--- config.mk ---
export PLATFORM = sky130hd
export DESIGN_NAME = beam_pulse_presence_qualifier
export DESIGN_NICKNAME = d
export VERILOG_FILES = /design/src/rtl/bppq_pkg.sv /design/src/rtl/bppq_cfg_regs.sv /design/src/rtl/bppq_core.sv /design/src/rtl/beam_pulse_presence_qualifier.sv
export SDC_FILE = /design/constraint.sdc
export NUM_CORES = 1
export LEC_CHECK = 0
export CAP_MARGIN = 20
export CORE_UTILIZATION = 35
export DETAILED_ROUTE_END_ITERATION = 10
export DONT_BUFFER_PORTS = 1
export GPL_TIMING_DRIVEN = 0
export PLACE_DENSITY_LB_ADDON = 0.2
export SKIP_CTS_REPAIR_TIMING = 1
export SLEW_MARGIN = 20
export SYNTH_ARGS = -nofsm -noshare
export SYNTH_HDL_FRONTEND = slang
export SYNTH_SLANG_ARGS = --single-unit
--- constraint.sdc ---
create_clock -name clk -period 10.24 [get_ports clk]
set_input_delay 1.536 -clock clk [delete_from_list [all_inputs] [get_ports clk]]
set_output_delay 1.536 -clock clk [all_outputs]
set_load 0.005 [all_outputs]
--- src/rtl/bppq_pkg.sv ---
`default_nettype none
// ----------------------------------------------------------------------------
// bppq_pkg
// Types, register indexes, event codes and reset values for the beam pulse
// presence qualifier.
// ----------------------------------------------------------------------------
package bppq_pkg;

  localparam int SAMPLE_BITS = 12;
  localparam int TH_W        = 12;
  localparam int PERIOD_W    = 16;
  localparam int COUNT_W     = 4;
  localparam int EVENT_W     = 3;
  localparam int CFG_ADDR_W  = 3;
  localparam int CFG_DATA_W  = 16;
  localparam int CMP_W       = (SAMPLE_BITS > TH_W) ? SAMPLE_BITS : TH_W;

  localparam logic [SAMPLE_BITS-1:0] SAMPLE_FAIL =
    SAMPLE_BITS'((2 ** SAMPLE_BITS) - 3);

  localparam logic [CFG_ADDR_W-1:0] REG_ON_THRESHOLD     = 3'd0;
  localparam logic [CFG_ADDR_W-1:0] REG_HYSTERESIS_WIDTH = 3'd1;
  localparam logic [CFG_ADDR_W-1:0] REG_MIN_PERIOD       = 3'd2;
  localparam logic [CFG_ADDR_W-1:0] REG_MAX_PERIOD       = 3'd3;
  localparam logic [CFG_ADDR_W-1:0] REG_LOST_TIMEOUT     = 3'd4;
  localparam logic [CFG_ADDR_W-1:0] REG_CONFIRM_COUNT    = 3'd5;

  localparam logic [TH_W-1:0]     RST_ON_THRESHOLD     = 12'd200;
  localparam logic [TH_W-1:0]     RST_HYSTERESIS_WIDTH = 12'd120;
  localparam logic [PERIOD_W-1:0] RST_MIN_PERIOD       = 16'd600;
  localparam logic [PERIOD_W-1:0] RST_MAX_PERIOD       = 16'd1300;
  localparam logic [PERIOD_W-1:0] RST_LOST_TIMEOUT     = 16'd2500;
  localparam logic [COUNT_W-1:0]  RST_CONFIRM_COUNT    = 4'd3;

  localparam logic [EVENT_W-1:0] EV_NONE    = 3'd0;
  localparam logic [EVENT_W-1:0] EV_AMPFAIL = 3'd1;
  localparam logic [EVENT_W-1:0] EV_SHORT   = 3'd2;
  localparam logic [EVENT_W-1:0] EV_PULSE   = 3'd3;
  localparam logic [EVENT_W-1:0] EV_LIGHT   = 3'd4;
  localparam logic [EVENT_W-1:0] EV_TIMEOUT = 3'd5;

  localparam logic MODE_TICK = 1'b0;
  localparam logic MODE_EDGE = 1'b1;

  typedef struct packed {
    logic [TH_W-1:0]     on_threshold;
    logic [TH_W-1:0]     hysteresis_width;
    logic [PERIOD_W-1:0] min_period;
    logic [PERIOD_W-1:0] max_period;
    logic [PERIOD_W-1:0] lost_timeout;
    logic [COUNT_W-1:0]  confirm_count;
  } cfg_t;

  typedef struct packed {
    logic                   mode;
    logic [SAMPLE_BITS-1:0] adc_sample;
  } in_item_t;

  typedef struct packed {
    logic                light_present;
    logic [EVENT_W-1:0]  event_code;
    logic                amplitude_ok;
    logic [COUNT_W-1:0]  pulse_count;
    logic [PERIOD_W-1:0] elapsed_ticks;
  } out_item_t;

endpackage
`default_nettype wire

--- src/rtl/bppq_cfg_regs.sv ---
`default_nettype none
// ----------------------------------------------------------------------------
// bppq_cfg_regs
// Configuration register file, written through a plain write port.
// ----------------------------------------------------------------------------
module bppq_cfg_regs (
  input  wire logic                           clk,
  input  wire logic                           rst,
  input  wire logic                           cfg_wen,
  input  wire logic [bppq_pkg::CFG_ADDR_W-1:0] cfg_addr,
  input  wire logic [bppq_pkg::CFG_DATA_W-1:0] cfg_data,
  output bppq_pkg::cfg_t                      cfg
);
  import bppq_pkg::*;

  always_ff @(posedge clk) begin
    if (rst) begin
      cfg.on_threshold     <= RST_ON_THRESHOLD;
      cfg.hysteresis_width <= RST_HYSTERESIS_WIDTH;
      cfg.min_period       <= RST_MIN_PERIOD;
      cfg.max_period       <= RST_MAX_PERIOD;
      cfg.lost_timeout     <= RST_LOST_TIMEOUT;
      cfg.confirm_count    <= RST_CONFIRM_COUNT;
    end else if (cfg_wen) begin
      case (cfg_addr)
        REG_ON_THRESHOLD:     cfg.on_threshold     <= cfg_data[TH_W-1:0];
        REG_HYSTERESIS_WIDTH: cfg.hysteresis_width <= cfg_data[TH_W-1:0];
        REG_MIN_PERIOD:       cfg.min_period       <= cfg_data[PERIOD_W-1:0];
        REG_MAX_PERIOD:       cfg.max_period       <= cfg_data[PERIOD_W-1:0];
        REG_LOST_TIMEOUT:     cfg.lost_timeout     <= cfg_data[PERIOD_W-1:0];
        REG_CONFIRM_COUNT:    cfg.confirm_count    <= cfg_data[COUNT_W-1:0];
        default: ;
      endcase
    end
  end

endmodule
`default_nettype wire

--- src/rtl/bppq_core.sv ---
`default_nettype none
// ----------------------------------------------------------------------------
// bppq_core
// Qualifier state and the single-pass step: hysteresis check, period checks,
// pulse counting and the lost-beam timer.
// ----------------------------------------------------------------------------
module bppq_core (
  input  wire logic               clk,
  input  wire logic               rst,
  input  wire bppq_pkg::cfg_t     cfg,
  input  wire logic               step_en,
  input  wire bppq_pkg::in_item_t item,
  output bppq_pkg::out_item_t     result
);
  import bppq_pkg::*;

  logic                timer_running;
  logic                light_flag;
  logic                amplitude_state;
  logic [COUNT_W-1:0]  valid_pulses;
  logic [PERIOD_W-1:0] elapsed_counter;

  logic                timer_running_next;
  logic                light_flag_next;
  logic                amplitude_state_next;
  logic [COUNT_W-1:0]  valid_pulses_next;
  logic [PERIOD_W-1:0] elapsed_counter_next;

  logic [TH_W-1:0]     off_th;
  logic [CMP_W-1:0]    sample_x;
  logic [CMP_W-1:0]    on_x;
  logic [CMP_W-1:0]    off_x;
  logic [PERIOD_W-1:0] cnt_inc;
  logic [EVENT_W-1:0]  event_code;
  logic [PERIOD_W-1:0] shown;

  always_comb begin
    off_th   = (cfg.on_threshold > cfg.hysteresis_width) ?
               (cfg.on_threshold - cfg.hysteresis_width) : '0;
    sample_x = CMP_W'(item.adc_sample);
    on_x     = CMP_W'(cfg.on_threshold);
    off_x    = CMP_W'(off_th);
    cnt_inc  = elapsed_counter + 1'b1;

    timer_running_next   = timer_running;
    light_flag_next      = light_flag;
    amplitude_state_next = amplitude_state;
    valid_pulses_next    = valid_pulses;
    elapsed_counter_next = elapsed_counter;
    event_code           = EV_NONE;
    shown                = elapsed_counter;

    if (item.mode == MODE_TICK) begin
      if (timer_running) begin
        if (cnt_inc >= cfg.lost_timeout) begin
          timer_running_next   = 1'b0;
          light_flag_next      = 1'b0;
          amplitude_state_next = 1'b0;
          valid_pulses_next    = '0;
          elapsed_counter_next = '0;
          event_code           = EV_TIMEOUT;
          shown                = '0;
        end else begin
          elapsed_counter_next = cnt_inc;
          shown                = cnt_inc;
        end
      end
    end else begin
      if (item.adc_sample >= SAMPLE_FAIL) begin
        amplitude_state_next = 1'b0;
      end else if (!amplitude_state) begin
        amplitude_state_next = (sample_x >= on_x);
      end else begin
        amplitude_state_next = !(sample_x <= off_x);
      end

      if (!amplitude_state_next) begin
        event_code = EV_AMPFAIL;
      end else if (timer_running && (elapsed_counter < cfg.min_period)) begin
        event_code = EV_SHORT;
      end else begin
        if (timer_running && (elapsed_counter > cfg.max_period)) begin
          valid_pulses_next = light_flag ? cfg.confirm_count : COUNT_W'(1);
        end else if (valid_pulses < cfg.confirm_count) begin
          valid_pulses_next = valid_pulses + 1'b1;
        end
        timer_running_next   = 1'b1;
        elapsed_counter_next = '0;
        if (!light_flag && (valid_pulses_next >= cfg.confirm_count)) begin
          light_flag_next = 1'b1;
          event_code      = EV_LIGHT;
        end else begin
          event_code = EV_PULSE;
        end
      end
    end

    result.light_present = light_flag_next;
    result.event_code    = event_code;
    result.amplitude_ok  = amplitude_state_next;
    result.pulse_count   = valid_pulses_next;
    result.elapsed_ticks = shown;
  end

  always_ff @(posedge clk) begin
    if (rst) begin
      timer_running   <= 1'b0;
      light_flag      <= 1'b0;
      amplitude_state <= 1'b0;
      valid_pulses    <= '0;
      elapsed_counter <= '0;
    end else if (step_en) begin
      timer_running   <= timer_running_next;
      light_flag      <= light_flag_next;
      amplitude_state <= amplitude_state_next;
      valid_pulses    <= valid_pulses_next;
      elapsed_counter <= elapsed_counter_next;
    end
  end

`ifndef NO_ASSERTIONS
  a_timeout_clears: assert property (@(posedge clk) disable iff (rst)
    step_en && (event_code == EV_TIMEOUT) |=>
      !timer_running && !light_flag && (valid_pulses == '0) && (elapsed_counter == '0))
    else $error("timeout left state behind");

  a_ampfail_holds: assert property (@(posedge clk) disable iff (rst)
    step_en && (event_code == EV_AMPFAIL) |=>
      $stable(elapsed_counter) && $stable(valid_pulses) && !amplitude_state)
    else $error("amplitude fail changed timer or count");

  a_light_on: assert property (@(posedge clk) disable iff (rst)
    step_en && (event_code == EV_LIGHT) |=> light_flag && timer_running)
    else $error("light on event without light flag");

  a_idle_hold: assert property (@(posedge clk) disable iff (rst)
    !step_en |=> $stable(valid_pulses) && $stable(elapsed_counter) && $stable(light_flag))
    else $error("state moved without a step");
`endif

endmodule
`default_nettype wire

--- src/rtl/beam_pulse_presence_qualifier.sv ---
`default_nettype none
// Path: an accepted input is loaded into the input register, then into the
//   result register, which raises out_valid.
// Throughput: one transaction per cycle while out_stall does not hold the
//   pipeline; the state update fits between the two registers.
// Reset: synchronous rst clears the pipeline valids and qualifier state and
//   loads the configuration defaults.
// ----------------------------------------------------------------------------
// beam_pulse_presence_qualifier
// Pulsed infrared beam qualifier: input register, single-pass step and
// result register with valid/stall handshakes.
// ----------------------------------------------------------------------------
module beam_pulse_presence_qualifier (
  input  wire logic                            clk,
  input  wire logic                            rst,
  input  wire logic                            cfg_wen,
  input  wire logic [bppq_pkg::CFG_ADDR_W-1:0] cfg_addr,
  input  wire logic [bppq_pkg::CFG_DATA_W-1:0] cfg_data,
  input  wire logic                            in_valid,
  output logic                                 in_stall,
  input  wire bppq_pkg::in_item_t              in_data,
  output logic                                 out_valid,
  input  wire logic                            out_stall,
  output bppq_pkg::out_item_t                  out_data
);
  import bppq_pkg::*;

  cfg_t      cfg;
  logic      in_q_valid;
  in_item_t  in_q;
  out_item_t result;
  logic      advance;
  logic      step_en;

  bppq_cfg_regs u_cfg (
    .clk      (clk),
    .rst      (rst),
    .cfg_wen  (cfg_wen),
    .cfg_addr (cfg_addr),
    .cfg_data (cfg_data),
    .cfg      (cfg)
  );

  bppq_core u_core (
    .clk     (clk),
    .rst     (rst),
    .cfg     (cfg),
    .step_en (step_en),
    .item    (in_q),
    .result  (result)
  );

  assign advance  = !out_valid || !out_stall;
  assign step_en  = in_q_valid && advance;
  assign in_stall = in_q_valid && !advance;

  always_ff @(posedge clk) begin
    if (rst) begin
      in_q_valid <= 1'b0;
      out_valid  <= 1'b0;
    end else begin
      if (!in_stall) begin
        in_q_valid <= in_valid;
      end
      if (advance) begin
        out_valid <= in_q_valid;
      end
    end
  end

  always_ff @(posedge clk) begin
    if (in_valid && !in_stall) begin
      in_q <= in_data;
    end
    if (step_en) begin
      out_data <= result;
    end
  end

endmodule
`default_nettype wire
==> flow_metrics.env <==
export IMPL_die_w_um=154
export IMPL_numCtsBuffers=17
export IMPL_drt_iter0_markers=297
export IMPL_die_area_um2=23800
export IMPL_rsz0062_at_grt="false"
export IMPL_synthArstFlopShare_pct=0
export IMPL_clock_skew_ns=0.0125
export IMPL_drv_slew=0
export IMPL_path_class="reg -> reg"
export IMPL_syn_nets=1082
export IMPL_core_um2=22600
export IMPL_port_buffers=0
export IMPL_mostFrequentLayoutCells="194 x nand2_1, 101 x dfxtp_1, 93 x a21oi_1"
export IMPL_rows=55
export IMPL_power_per_cell_area_nw_per_um2=144
export IMPL_worstMarginPinSlew_ns=0.975
export IMPL_end_kind="flop"
export IMPL_finalSetupViolations=0
export IMPL_maxCapViolations=0
export IMPL_syn_inst=952
export IMPL_postSynthAreaPerCell_um2=8.51
export IMPL_syn_area_um2=8110
export IMPL_io_pins=64
export IMPL_synth_edf_count=38
export IMPL_synthToLayoutAreaGrowth_pct=11.7
export IMPL_synthTopCellsByArea="dfxtp_1 25%, ha_1 14%, edfxtp_1 14%"
export IMPL_vias=6578
export IMPL_synth_seq_area_share_pct=39.0
export IMPL_p_leak_nw=3.60
export IMPL_num_fill_cells=2305
export IMPL_place_ws_ns=5.45
export IMPL_required_ns=10.60
export IMPL_rrSetupSlack_ns=5.37
export IMPL_nets=1102
export IMPL_cp_slowest_stage_delay_ns=0.54
export IMPL_critPathArrivalTime_ns=5.22
export IMPL_max_slew_margin_rel_pct=34.5
export IMPL_fin_crit_sh_pct=47.5
export IMPL_hold_path_class="reg -> reg"
export IMPL_cp_max_fo=10
export IMPL_startpoint_type="flop"
export IMPL_drc=0
export IMPL_clock_sinks=139
export IMPL_track_usage_pct=19.0
export IMPL_root_buffer="clkbuf_16"
export IMPL_dpl_cell_area_um2=8460
export IMPL_avgRoutedWirePerCell_um=16.8
export IMPL_start_util_pct=35.8
export IMPL_grt_pass1_vias=6368
export IMPL_dp_hpwl_mm=16.8
export IMPL_setup_tns_final_ns=0
export IMPL_htree_levels=4
export IMPL_drtPass1Iterations=4
export IMPL_ys_seq_elements=139
export IMPL_ys_types=59
export IMPL_fin_area_um2=9060
export IMPL_fmax_mhz=206
export IMPL_path_clk_slew_ns=0.06
export IMPL_drive_gt1_share_pct=5.18
export IMPL_ant_nets=0
export IMPL_yosysWarnings=0
export IMPL_critical_path_slowest_cell="nor2_1"
export IMPL_gr_total_overflow=0
export IMPL_antenna_cells=0
export IMPL_timing_final_ws_setup_ns=5.37
export IMPL_antenna_found_initial=0
export IMPL_finalHoldViolCount=0
export IMPL_cts_tree="done"
export IMPL_final_common_cell="nand2_1"
export IMPL_synth_top_area_share_pct=24.9
export IMPL_period_minus_slack_ns=4.87
export IMPL_path_cells="inv_1, ha_1, fa_1, nor2b_1, o2111ai_1, a31oi_1, a221oi_1, nor2_1, nand2_1, ha_1, a21oi_1, nor2_1, a211oi_1, o2111ai_1, and3_2, a311oi_4, buf_6, o2bb2ai_1"
export IMPL_grt_pass1_wl_mm=34.7
export IMPL_synth_largest_area_cell="dfxtp_1"
export IMPL_p_total_mw=1.31
export IMPL_status="completed"
export IMPL_ir_drop_mv=0.102
export IMPL_routed_wl_mm=21.4
export IMPL_vias_per_cell=5.18
export IMPL_clk_path_buf_depth=2
export IMPL_grt_max_degree=31
export IMPL_insertion_delay_ns=0.43
export IMPL_die_height_um=154
export IMPL_ys_flop_type="dfxtp_1"
export IMPL_gp_congestion=0.813
## flip-flops by register name, indices dropped and copies added, names as in the netlist
name and cells:
in_q_valid 1, out_data 25, out_valid 1, u_cfg.cfg 76
u_core.timer_running 1, u_core.elapsed_counter 16, u_core.amplitude_state 1, u_core.valid_pulses 4
u_core.light_flag 1, in_q 13
## kinds of logic (layout without fill, tap and decap cells)
family	Yosys count	count (layout)	synth area share, %
compound gates	216	216	17.5
xor+xnor	21	21	2.27
fa+ha+maj	93	93	14.4
simple gates	352	352	19.7
flops	139	139	39.0
buf+inv	120	153	5.73
mux	11	11	1.42
## synthesized netlist by cell type, types with 4 or more instances
library cell  count
clkbuf_1         28
nand3_1          22
and3_1            6
xor2_1            9
a211o_1          16
nand2_1         194
o21a_1            6
edfxtp_1         38
nand4_1          15
mux2_2            4
nor2_1           50
nor2b_1          12
inv_1            88
or3_1             5
o31ai_1          12
nor3_1            6
a211oi_1          7
dfxtp_1         101
mux2i_1           7
o21ai_0          31
nand3b_1          8
o2bb2ai_1         7
ha_1             92
a21oi_1          93
or2_2             4
xnor2_1          12
o211ai_1          4
o32ai_1           4
a21o_1           13
nand2b_1         18
## final timing paths
path | start | endpoint | depth (start not counted)
min reg2reg | u_cfg.cfg[7] | u_cfg.cfg[7] | 2
min | u_cfg.cfg[7] | u_cfg.cfg[7] | 2
max reg2reg | u_cfg.cfg[64] | u_core.elapsed_counter[4] | 18
max | u_cfg.cfg[64] | u_core.elapsed_counter[4] | 18
## area by class of cell
class                   instances  area [um2]  share of cell area [%]
plain buffers                  32         134                    1.48
multi-input cells             693        4480                    49.5
clock buffers                  17         425                    4.70
clock inverters                15         139                    1.53
repair buffers                  1        27.5                   0.304
well taps                     285         357                    3.94
flip-flops and latches        139        3160                    34.9
inverters                      88         330                    3.65
## through the flow
step	hold WS, ns	cells	util (%)
final	0.455	1270	40.0
after detailed placement	0.448	1237	37.4
after global routing	0.474	1270	40.0
after global placement	0.442	1237	37.4
after CTS	0.456	1269	39.9
after floorplan	0.436	952	-
## worst max-delay path: cells and delay by family (launching register included)
kind | cells | cell delay, ns
AO/OA/AOI/OAI | 8 | 1.88
buffers and inverters | 2 | 0.27
AND/OR/NAND/NOR | 5 | 1.29
adder cells (fa/ha/maj) | 3 | 0.95
flip-flops | 1 | 0.41
## where the power goes
part           leakage, nW  switching (mW)  total (mW)  internal [mW]
logic                 2.16          0.0696       0.115         0.0450
clock network        0.265           0.261       0.598          0.338
registers             1.18          0.0108       0.592          0.582
total                 3.60           0.341        1.31          0.964
## per-layer routing
layer	up-vias	track usage (%)	wire [um]	share of wire (%)
met4	0	5.76	363	1.7
met1	3055	24.9	10300	48
li1	3366	-	-	-
met5	-	0	0	0
met2	134	31.0	9780	46
met3	23	4.51	958	4.5
(Power assumes the default switching activity.)
